`src/rtl/core/stq_pkg.sv`:
```
// ----------------------------------------------------------------------------
// stq_pkg: shared types and codes for the sorted timer queue
// Holds the request and result word layouts, operation, kind and status
// codes, and the controller/datapath command and status groups.
// ----------------------------------------------------------------------------
package stq_pkg;

    // fixed field widths
    localparam int OP_W     = 2;
    localparam int HANDLE_W = 10;
    localparam int IN_TIME_W = 32;
    localparam int KIND_W   = 2;
    localparam int STATUS_W = 2;
    localparam int OCC_W    = 5;

    // operation codes
    typedef enum logic [OP_W-1:0] {
        OP_INSERT = 2'd0,
        OP_ADJUST = 2'd1,
        OP_DELETE = 2'd2,
        OP_TICK   = 2'd3
    } stq_op_t;

    // result kinds
    typedef enum logic [KIND_W-1:0] {
        KIND_ACK     = 2'd0,
        KIND_EXPIRED = 2'd1,
        KIND_NONE    = 2'd2
    } stq_kind_t;

    // result status codes
    typedef enum logic [STATUS_W-1:0] {
        ST_OK        = 2'd0,
        ST_FULL      = 2'd1,
        ST_NOT_FOUND = 2'd2,
        ST_DUPLICATE = 2'd3
    } stq_status_t;

    // request word
    typedef struct packed {
        logic [OP_W-1:0]      op;
        logic [HANDLE_W-1:0]  handle;
        logic [IN_TIME_W-1:0] expire;
        logic [IN_TIME_W-1:0] now;
    } stq_in_t;

    // result word
    typedef struct packed {
        logic [KIND_W-1:0]   kind;
        logic [HANDLE_W-1:0] expired_handle;
        logic [STATUS_W-1:0] status;
        logic                last;
        logic [OCC_W-1:0]    occupancy;
    } stq_out_t;

    // controller to datapath commands
    typedef struct packed {
        logic        load;      // capture the request word
        logic        remove;    // remove the entry that matches the handle
        logic        pop;       // remove the head entry
        logic        insert;    // insert the captured handle and expiry
        logic        emit;      // load the result register
        stq_kind_t   kind;
        stq_status_t status;
        logic        last;
    } stq_cmd_t;

    // datapath to controller status
    typedef struct packed {
        stq_op_t op;         // captured operation
        logic    found;      // captured handle is held
        logic    full;       // table is full
        logic    head_due;   // head entry has expired
        logic    pop_last;   // popping the head leaves nothing due
    } stq_stat_t;

endpackage

```
`src/rtl/core/stq_datapath.sv`:
```
// ----------------------------------------------------------------------------
// stq_datapath: sorted timer array and result register
// Keeps expiry/handle entries sorted in a row of registers; every entry
// compares in parallel and shifts one place per insert or remove.
// ----------------------------------------------------------------------------
module stq_datapath
    import stq_pkg::*;
#(
    parameter int DEPTH     = 16,
    parameter int TIME_BITS = 32
)(
    input  logic      clk,
    input  logic      rst_n,
    input  stq_in_t   request,
    input  stq_cmd_t  cmd,
    output stq_stat_t stat,
    output logic      result_valid,
    output stq_out_t  result
);

    localparam int TW = (TIME_BITS < IN_TIME_W) ? TIME_BITS : IN_TIME_W;
    localparam int CW = $clog2(DEPTH + 1);
    localparam int IW = $clog2(DEPTH);

    // entry storage, only the first count entries are meaningful
    logic [TW-1:0]       exp_reg  [DEPTH];
    logic [TW-1:0]       exp_next [DEPTH];
    logic [HANDLE_W-1:0] hnd_reg  [DEPTH];
    logic [HANDLE_W-1:0] hnd_next [DEPTH];
    logic [CW-1:0]       count_reg;
    logic [CW-1:0]       count_next;

    // captured request
    stq_op_t             op_reg;
    logic [HANDLE_W-1:0] req_hnd_reg;
    logic [TW-1:0]       req_exp_reg;
    logic [TW-1:0]       req_now_reg;

    logic                result_valid_reg;
    stq_out_t            result_reg;
    stq_out_t            result_next;

    logic [DEPTH-1:0]    match;
    logic [DEPTH-1:0]    le;
    logic [IW-1:0]       match_pos;
    logic [IW-1:0]       rm_pos;

    // per-entry compares
    always_comb
    begin
        for (int i = 0; i < DEPTH; i++)
        begin
            match[i] = (CW'(i) < count_reg) && (hnd_reg[i] == req_hnd_reg);
            le[i]    = (CW'(i) < count_reg) && (exp_reg[i] <= req_exp_reg);
        end
    end

    // position of the matching entry, handles are unique
    always_comb
    begin
        match_pos = '0;
        for (int i = 0; i < DEPTH; i++)
        begin
            match_pos = match_pos | (match[i] ? IW'(i) : '0);
        end
    end

    assign rm_pos = cmd.pop ? '0 : match_pos;

    // status to controller
    always_comb
    begin
        stat.op       = op_reg;
        stat.found    = |match;
        stat.full     = (count_reg == CW'(DEPTH));
        stat.head_due = (count_reg != '0) && (exp_reg[0] <= req_now_reg);
        stat.pop_last = (count_reg == CW'(1)) || (exp_reg[1] > req_now_reg);
    end

    // shift network for remove and insert
    always_comb
    begin
        for (int i = 0; i < DEPTH; i++)
        begin
            exp_next[i] = exp_reg[i];
            hnd_next[i] = hnd_reg[i];
        end
        count_next = count_reg;
        if (cmd.remove || cmd.pop)
        begin
            for (int i = 0; i < DEPTH - 1; i++)
            begin
                if (IW'(i) >= rm_pos)
                begin
                    exp_next[i] = exp_reg[i + 1];
                    hnd_next[i] = hnd_reg[i + 1];
                end
            end
            count_next = count_reg - CW'(1);
        end
        else if (cmd.insert)
        begin
            if (!le[0])
            begin
                exp_next[0] = req_exp_reg;
                hnd_next[0] = req_hnd_reg;
            end
            for (int i = 1; i < DEPTH; i++)
            begin
                if (!le[i])
                begin
                    if (le[i - 1])
                    begin
                        exp_next[i] = req_exp_reg;
                        hnd_next[i] = req_hnd_reg;
                    end
                    else
                    begin
                        exp_next[i] = exp_reg[i - 1];
                        hnd_next[i] = hnd_reg[i - 1];
                    end
                end
            end
            count_next = count_reg + CW'(1);
        end
    end

    // result word
    always_comb
    begin
        result_next.kind           = cmd.kind;
        result_next.expired_handle = (cmd.kind == KIND_EXPIRED) ? hnd_reg[0] : '0;
        result_next.status         = cmd.status;
        result_next.last           = cmd.last;
        result_next.occupancy      = OCC_W'(count_next);
    end

    // entry storage
    always_ff @(posedge clk)
    begin
        for (int i = 0; i < DEPTH; i++)
        begin
            exp_reg[i] <= exp_next[i];
            hnd_reg[i] <= hnd_next[i];
        end
    end

    // request capture and result payload
    always_ff @(posedge clk)
    begin
        if (cmd.load)
        begin
            op_reg      <= stq_op_t'(request.op);
            req_hnd_reg <= request.handle;
            req_exp_reg <= request.expire[TW-1:0];
            req_now_reg <= request.now[TW-1:0];
        end
        if (cmd.emit)
        begin
            result_reg <= result_next;
        end
    end

    // fill count and result strobe
    always_ff @(posedge clk or negedge rst_n)
    begin
        if (!rst_n)
        begin
            count_reg        <= '0;
            result_valid_reg <= 1'b0;
        end
        else
        begin
            count_reg        <= count_next;
            result_valid_reg <= cmd.emit;
        end
    end

    assign result_valid = result_valid_reg;
    assign result       = result_reg;

endmodule

```
`src/rtl/core/stq_ctrl.sv`:
```
// ----------------------------------------------------------------------------
// stq_ctrl: operation sequencer for the sorted timer queue
// Steps each operation through lookup, move and result emission; a tick
// pops expired head entries one per cycle.
// ----------------------------------------------------------------------------
module stq_ctrl
    import stq_pkg::*;
(
    input  logic      clk,
    input  logic      rst_n,
    input  logic      start,
    input  stq_stat_t stat,
    output stq_cmd_t  cmd,
    output logic      busy
);

    typedef enum logic [3:0] {
        S_IDLE   = 4'b0001,
        S_EXEC   = 4'b0010,
        S_INSERT = 4'b0100,
        S_TICK   = 4'b1000
    } state_t;

    state_t state_reg;
    state_t state_next;

    // next state and commands
    always_comb
    begin
        state_next = state_reg;
        cmd        = '0;
        cmd.kind   = KIND_ACK;
        cmd.status = ST_OK;
        cmd.last   = 1'b1;
        case (state_reg)
            S_IDLE:
            begin
                if (start)
                begin
                    cmd.load   = 1'b1;
                    state_next = S_EXEC;
                end
            end
            S_EXEC:
            begin
                case (stat.op)
                    OP_INSERT:
                    begin
                        cmd.emit = 1'b1;
                        if (stat.found)
                        begin
                            cmd.status = ST_DUPLICATE;
                        end
                        else if (stat.full)
                        begin
                            cmd.status = ST_FULL;
                        end
                        else
                        begin
                            cmd.insert = 1'b1;
                        end
                        state_next = S_IDLE;
                    end
                    OP_ADJUST:
                    begin
                        if (stat.found)
                        begin
                            cmd.remove = 1'b1;
                            state_next = S_INSERT;
                        end
                        else
                        begin
                            cmd.emit   = 1'b1;
                            cmd.status = ST_NOT_FOUND;
                            state_next = S_IDLE;
                        end
                    end
                    OP_DELETE:
                    begin
                        cmd.emit = 1'b1;
                        if (stat.found)
                        begin
                            cmd.remove = 1'b1;
                        end
                        else
                        begin
                            cmd.status = ST_NOT_FOUND;
                        end
                        state_next = S_IDLE;
                    end
                    default:
                    begin
                        cmd.emit = 1'b1;
                        if (stat.head_due)
                        begin
                            cmd.pop    = 1'b1;
                            cmd.kind   = KIND_EXPIRED;
                            cmd.last   = stat.pop_last;
                            state_next = stat.pop_last ? S_IDLE : S_TICK;
                        end
                        else
                        begin
                            cmd.kind   = KIND_NONE;
                            state_next = S_IDLE;
                        end
                    end
                endcase
            end
            S_INSERT:
            begin
                cmd.insert = 1'b1;
                cmd.emit   = 1'b1;
                state_next = S_IDLE;
            end
            S_TICK:
            begin
                cmd.pop    = 1'b1;
                cmd.emit   = 1'b1;
                cmd.kind   = KIND_EXPIRED;
                cmd.last   = stat.pop_last;
                state_next = stat.pop_last ? S_IDLE : S_TICK;
            end
            default:
            begin
                state_next = S_IDLE;
            end
        endcase
    end

    // state register
    always_ff @(posedge clk or negedge rst_n)
    begin
        if (!rst_n)
        begin
            state_reg <= S_IDLE;
        end
        else
        begin
            state_reg <= state_next;
        end
    end

    assign busy = (state_reg != S_IDLE);

endmodule

```
`src/rtl/core/sorted_timer_queue.sv`:
```
// ----------------------------------------------------------------------------
// sorted_timer_queue: ascending sorted timer list
// Holds up to DEPTH timers sorted by expiry, with insert, adjust, delete and
// tick operations.
// ----------------------------------------------------------------------------
// Usage:
//   Drive request and raise start; the word is taken at a clock edge where
//   start is high and busy is low. Results come out on result, each marked
//   by result_valid for exactly one cycle; result.last flags the final word
//   of an operation. The receiver cannot stall the block.
//   Result words of each operation, after the word is taken:
//     insert, delete         one result
//     adjust                 remove pass, then insert pass, one result
//     tick                   one result per expired timer (a none word if
//                            none is due), results on consecutive cycles
//   busy falls as the last result is loaded, so a new word can be taken
//   while that result is shown. Each insert or remove is one parallel
//   compare-and-shift pass over the entry row; a tick pops one head entry
//   per cycle.
//   Reset empties the table at once; no clearing pass is needed.
// ----------------------------------------------------------------------------
module sorted_timer_queue
    import stq_pkg::*;
#(
    parameter int DEPTH     = 16,
    parameter int TIME_BITS = 32
)(
    input  logic     clk,
    input  logic     rst_n,
    input  logic     start,
    output logic     busy,
    input  stq_in_t  request,
    output logic     result_valid,
    output stq_out_t result
);

    stq_cmd_t  cmd;
    stq_stat_t stat;

    // sequencer
    stq_ctrl u_ctrl (
        .clk   (clk),
        .rst_n (rst_n),
        .start (start),
        .stat  (stat),
        .cmd   (cmd),
        .busy  (busy)
    );

    // sorted entry row
    stq_datapath #(
        .DEPTH     (DEPTH),
        .TIME_BITS (TIME_BITS)
    ) u_datapath (
        .clk          (clk),
        .rst_n        (rst_n),
        .request      (request),
        .cmd          (cmd),
        .stat         (stat),
        .result_valid (result_valid),
        .result       (result)
    );

endmodule

```
`config.mk`:
```
export PLATFORM = sky130hd
export DESIGN_NAME = sorted_timer_queue
export DESIGN_NICKNAME = d
export VERILOG_FILES = /design/src/rtl/core/stq_pkg.sv /design/src/rtl/core/stq_datapath.sv /design/src/rtl/core/stq_ctrl.sv /design/src/rtl/core/sorted_timer_queue.sv
export SDC_FILE = /design/constraint.sdc
export NUM_CORES = 2
export LEC_CHECK = 0
export ABC_AREA = 0
export BUFFER_PORTS_ARGS = -buffer_cell sky130_fd_sc_hd__buf_4
export CORE_ASPECT_RATIO = 1.5
export CORE_MARGIN = 8
export CORE_UTILIZATION = 30
export DETAILED_ROUTE_END_ITERATION = 8
export HOLD_SLACK_MARGIN = 0.02
export PLACE_DENSITY_LB_ADDON = 0.25
export SYNTH_ARGS = -nofsm -noshare
export SYNTH_HDL_FRONTEND = slang
export SYNTH_SLANG_ARGS = --single-unit
```
`constraint.sdc`:
```
create_clock -name clk -period 12.4 [get_ports clk]
set_input_delay 0.62 -clock clk [delete_from_list [all_inputs] [get_ports clk]]
set_output_delay 0.62 -clock clk [all_outputs]
set_load 0.02 [all_outputs]
```
==> impl_metrics.py <==
metrics = {
    "clock_tree": {
        "clkSinkCount": 778,
        "htreeDepth": 3,
        "cts_tree": "built",
        "ctsRootBufferMaster": "clkbuf_16",
        "post_cts_buffers": 0,
        "insertion_delay_ns": 0.72,
        "cts_made_buffers": 88,
        "clk_path_buf_depth": 3,
        "path_clk_slew_ns": 0.07,
    },
    "cells_and_area": {
        "seqCellArea_sq_um": 23300,
        "drive_gt1_frac": 0.0883,
        "design_area_sq_um": 58300,
        "largest_register_ffs": 512,
        "fill_cells": 17589,
        "layout.nets": 5522,
        "multiInputGateArea_sq_um": 27300,
        "syn_to_final_growth_pct": 12.0,
    },
    "timing": {
        "setup_violations": 0,
        "rsz0062_at_grt": "no",
        "period_needed_ns": 6.45,
        "fin_hold_ws_ns": 0.0870,
        "tightest_slew_ns": 1.47,
        "fin_tns_setup_ns": 0,
        "clock_skew_ns": 0.0386,
        "relSlewSlack": 0.00783,
        "fin_ws_ns": 5.95,
        "fmax_mhz": 155,
        "hold_violations": 0,
        "finalMaxSlewViolations": 0,
        "min_period_over_period": 0.520,
    },
    "synthesis": {
        "synth_common_cells": "edfxtp_1 (768), nand2_1 (685), mux2i_1 (587), ha_1 (584), o21ai_1 (416)",
        "synth_top_area_frac": 0.443,
        "synth.distinct_cells": 67,
        "synth-seq-cells": 778,
        "synth_area_leader_cell": "edfxtp_1",
        "synth_ff_type": "edfxtp_1",
        "netlist_instances": 4845,
        "netlist_area_sq_um": 52100,
        "synth_area_leaders": "edfxtp_1 (44%), ha_1 (14%), mux2i_1 (11%)",
        "ys_seq_area_frac": 0.448,
        "yosys_warnings": 0,
        "async_flop_share": 0.0129,
        "syn_avg_cell_area_sq_um": 10.7,
        "synth-edff-count": 768,
        "syn_nets": 5508,
        "yosysMostFrequentCell": "edfxtp_1",
    },
    "routing": {
        "totalWireLength_um": 170000,
        "drt_iter0_markers": 2400,
        "vias_per_cell": 5.36,
        "drt-wirelength-per-cell_um": 23.6,
        "num_vias": 38593,
        "ant_nets": 0,
        "drc_errors": 0,
        "dr.pass1.iters": 6,
    },
    "placed_design": {
        "numPortBuffers": 100,
        "dp_slack_ns": 5.92,
        "place_area_sq_um": 55400,
        "gp_congestion": 0.860,
        "dp.final_hpwl_um": 125000,
    },
    "floorplan": {
        "io_pins": 101,
        "coreArea_sq_um": 173000,
        "fp.dieArea_sq_um": 187000,
        "die_y_um": 526,
        "fp.dieW_um": 356,
        "rows": 187,
        "start_util": 0.301,
    },
    "worst_setup_path": {
        "setup.worst_path.class": "flop to flop",
        "arrival_ns": 6.77,
        "critical_path_peak_fanout": 60,
        "r2r_slack_ns": 5.95,
        "worstSetupStartpointType": "flop",
        "cp.required_ns": 12.72,
        "endpoint_kind": "flop",
    },
    "run_status": {
        "violations": "max-capacitance violations",
        "outcome": "complete, but fails checks",
    },
    "global_route": {
        "grt_pass1_vias": 41272,
        "grt_first_pass_wirelength_um": 257000,
        "antenna_found_initial": 3,
        "grt_max_degree": 122,
        "grtUsageTotal": 0.176,
        "grt-ovfl-total": 0,
    },
    "pwr": {
        "p_int_mw": 6.27,
        "p_seq_frac": 0.350,
        "pwr-share-clk": 0.269,
        "power_density_nw_per_um2": 172,
        "p_sw_frac": 0.376,
        "peakVddDrop_mv": 0.106,
        "cellLeakagePower_nw": 22.4,
        "switchingPower_mw": 3.78,
        "comb_power_share": 0.381,
    },
    "flow_run": {
        "maxCapViolations": 1,
    },
    "worst_hold_path": {
        "hp-class": "input port to flop",
    },
}
==> what timing repair did <==
action                    in CTS  in global routing
hold buffers                   1                  0
resized for setup              0                  0
hold endpoints to repair      10                  0
==> through the flow <==
stage                     instances  utilization  total power [mW]
after floorplan                4845            -              6.16
after CTS                      7196        0.338              10.2
after detailed placement       7036        0.321              7.41
after global placement         7035        0.321              7.35
final                          7197        0.338              10.0
after global routing           7197        0.338              10.6
==> path summary, 6_finish.rpt <==
kind,from,end,cells past startpoint
max in group asynchronous,rst_n,u_ctrl.state_reg[0],2
worst min register to register,u_datapath.hnd_reg[1][79],u_datapath.hnd_reg[1][69],2
worst max-delay path,u_datapath.count_reg[3],u_datapath.exp_reg[0][85],10
worst min-delay path,request[75],u_datapath.op_reg[1],1
min in group asynchronous,rst_n,u_ctrl.state_reg[2],2
worst max register to register,u_datapath.count_reg[3],u_datapath.exp_reg[0][85],10
==> logic make-up (layout without fill, tap and decap cells) <==
family                     count (synthesis)  count (layout)  share of synthesized area
AOI/OAI and AO/OA                       1185            1185                      0.130
and+or+nand+nor                         1117            1117                     0.0973
DFF                                      778             778                      0.448
muxes                                    628             628                      0.122
adders and majority gates                584             584                      0.140
buffers and inverters                    389             472                     0.0356
xor gates and xnor gates                 164             164                     0.0276
other                                      0               1                          0
==> final cells by class <==
| cell class | instances | share of cell area |
|---|---|---|
| Tap cell | 2268 | 0.0487 |
| Inverter | 92 | 0.00593 |
| Antenna cell | 1 | 0.0000429 |
| Clock inverter | 49 | 0.00820 |
| Timing Repair Buffer | 221 | 0.0288 |
| Sequential cell | 778 | 0.400 |
| Multi-Input combinational cell | 3678 | 0.468 |
| Clock buffer | 110 | 0.0403 |
==> worst max-delay path: stages (launching register included) <==
cell and delay (ns):
dfrtp_1 0.57, nor2_1 0.82, a21boi_0 1.00, or4_1 0.27
nand4_1 0.30, or3_1 0.57, o21bai_2 0.31, nand2_4 0.49
nor2_2 0.93, o2bb2ai_4 0.17, buf_4 0.56
==> cell usage in the layout, fill, tap and decap left out, types with 37 or more instances in the layout <==
cell type / count
nand2_1: 684
o21ai_1: 417
o21ai_0: 277
buf_4: 218
mux2i_1: 587
nand4_1: 132
xnor2_1: 86
a21oi_1: 172
mux2_2: 41
clkbuf_16: 91
nor2_1: 72
inv_1: 92
ha_1: 584
nand3_1: 37
nor2b_1: 48
nor4_1: 37
xor2_1: 78
a21o_1: 132
edfxtp_1: 768
==> per-layer routing <==
layer  global-route usage  wire length (um)  part of all wire  up-vias
met4               0.0722              6860             0.040        0
li1                     -                 -                 -    18178
met1                0.197             65500              0.39    19286
met5                    0                 0                 0        -
met2                0.340             92900              0.55      796
met3               0.0145              4790             0.028      333
==> power groups by stage <==
stage                     clock network, mW  registers [mW]  logic (mW)
after global placement                    0            3.57        3.78
after detailed placement                  0            3.57        3.84
final                                  2.70            3.52        3.82
after global routing                   2.86            3.54        4.18
after floorplan                           0            3.46        2.70
after CTS                              2.78            3.52        3.86
No activity file was read; power rests on OpenSTA's default activity.
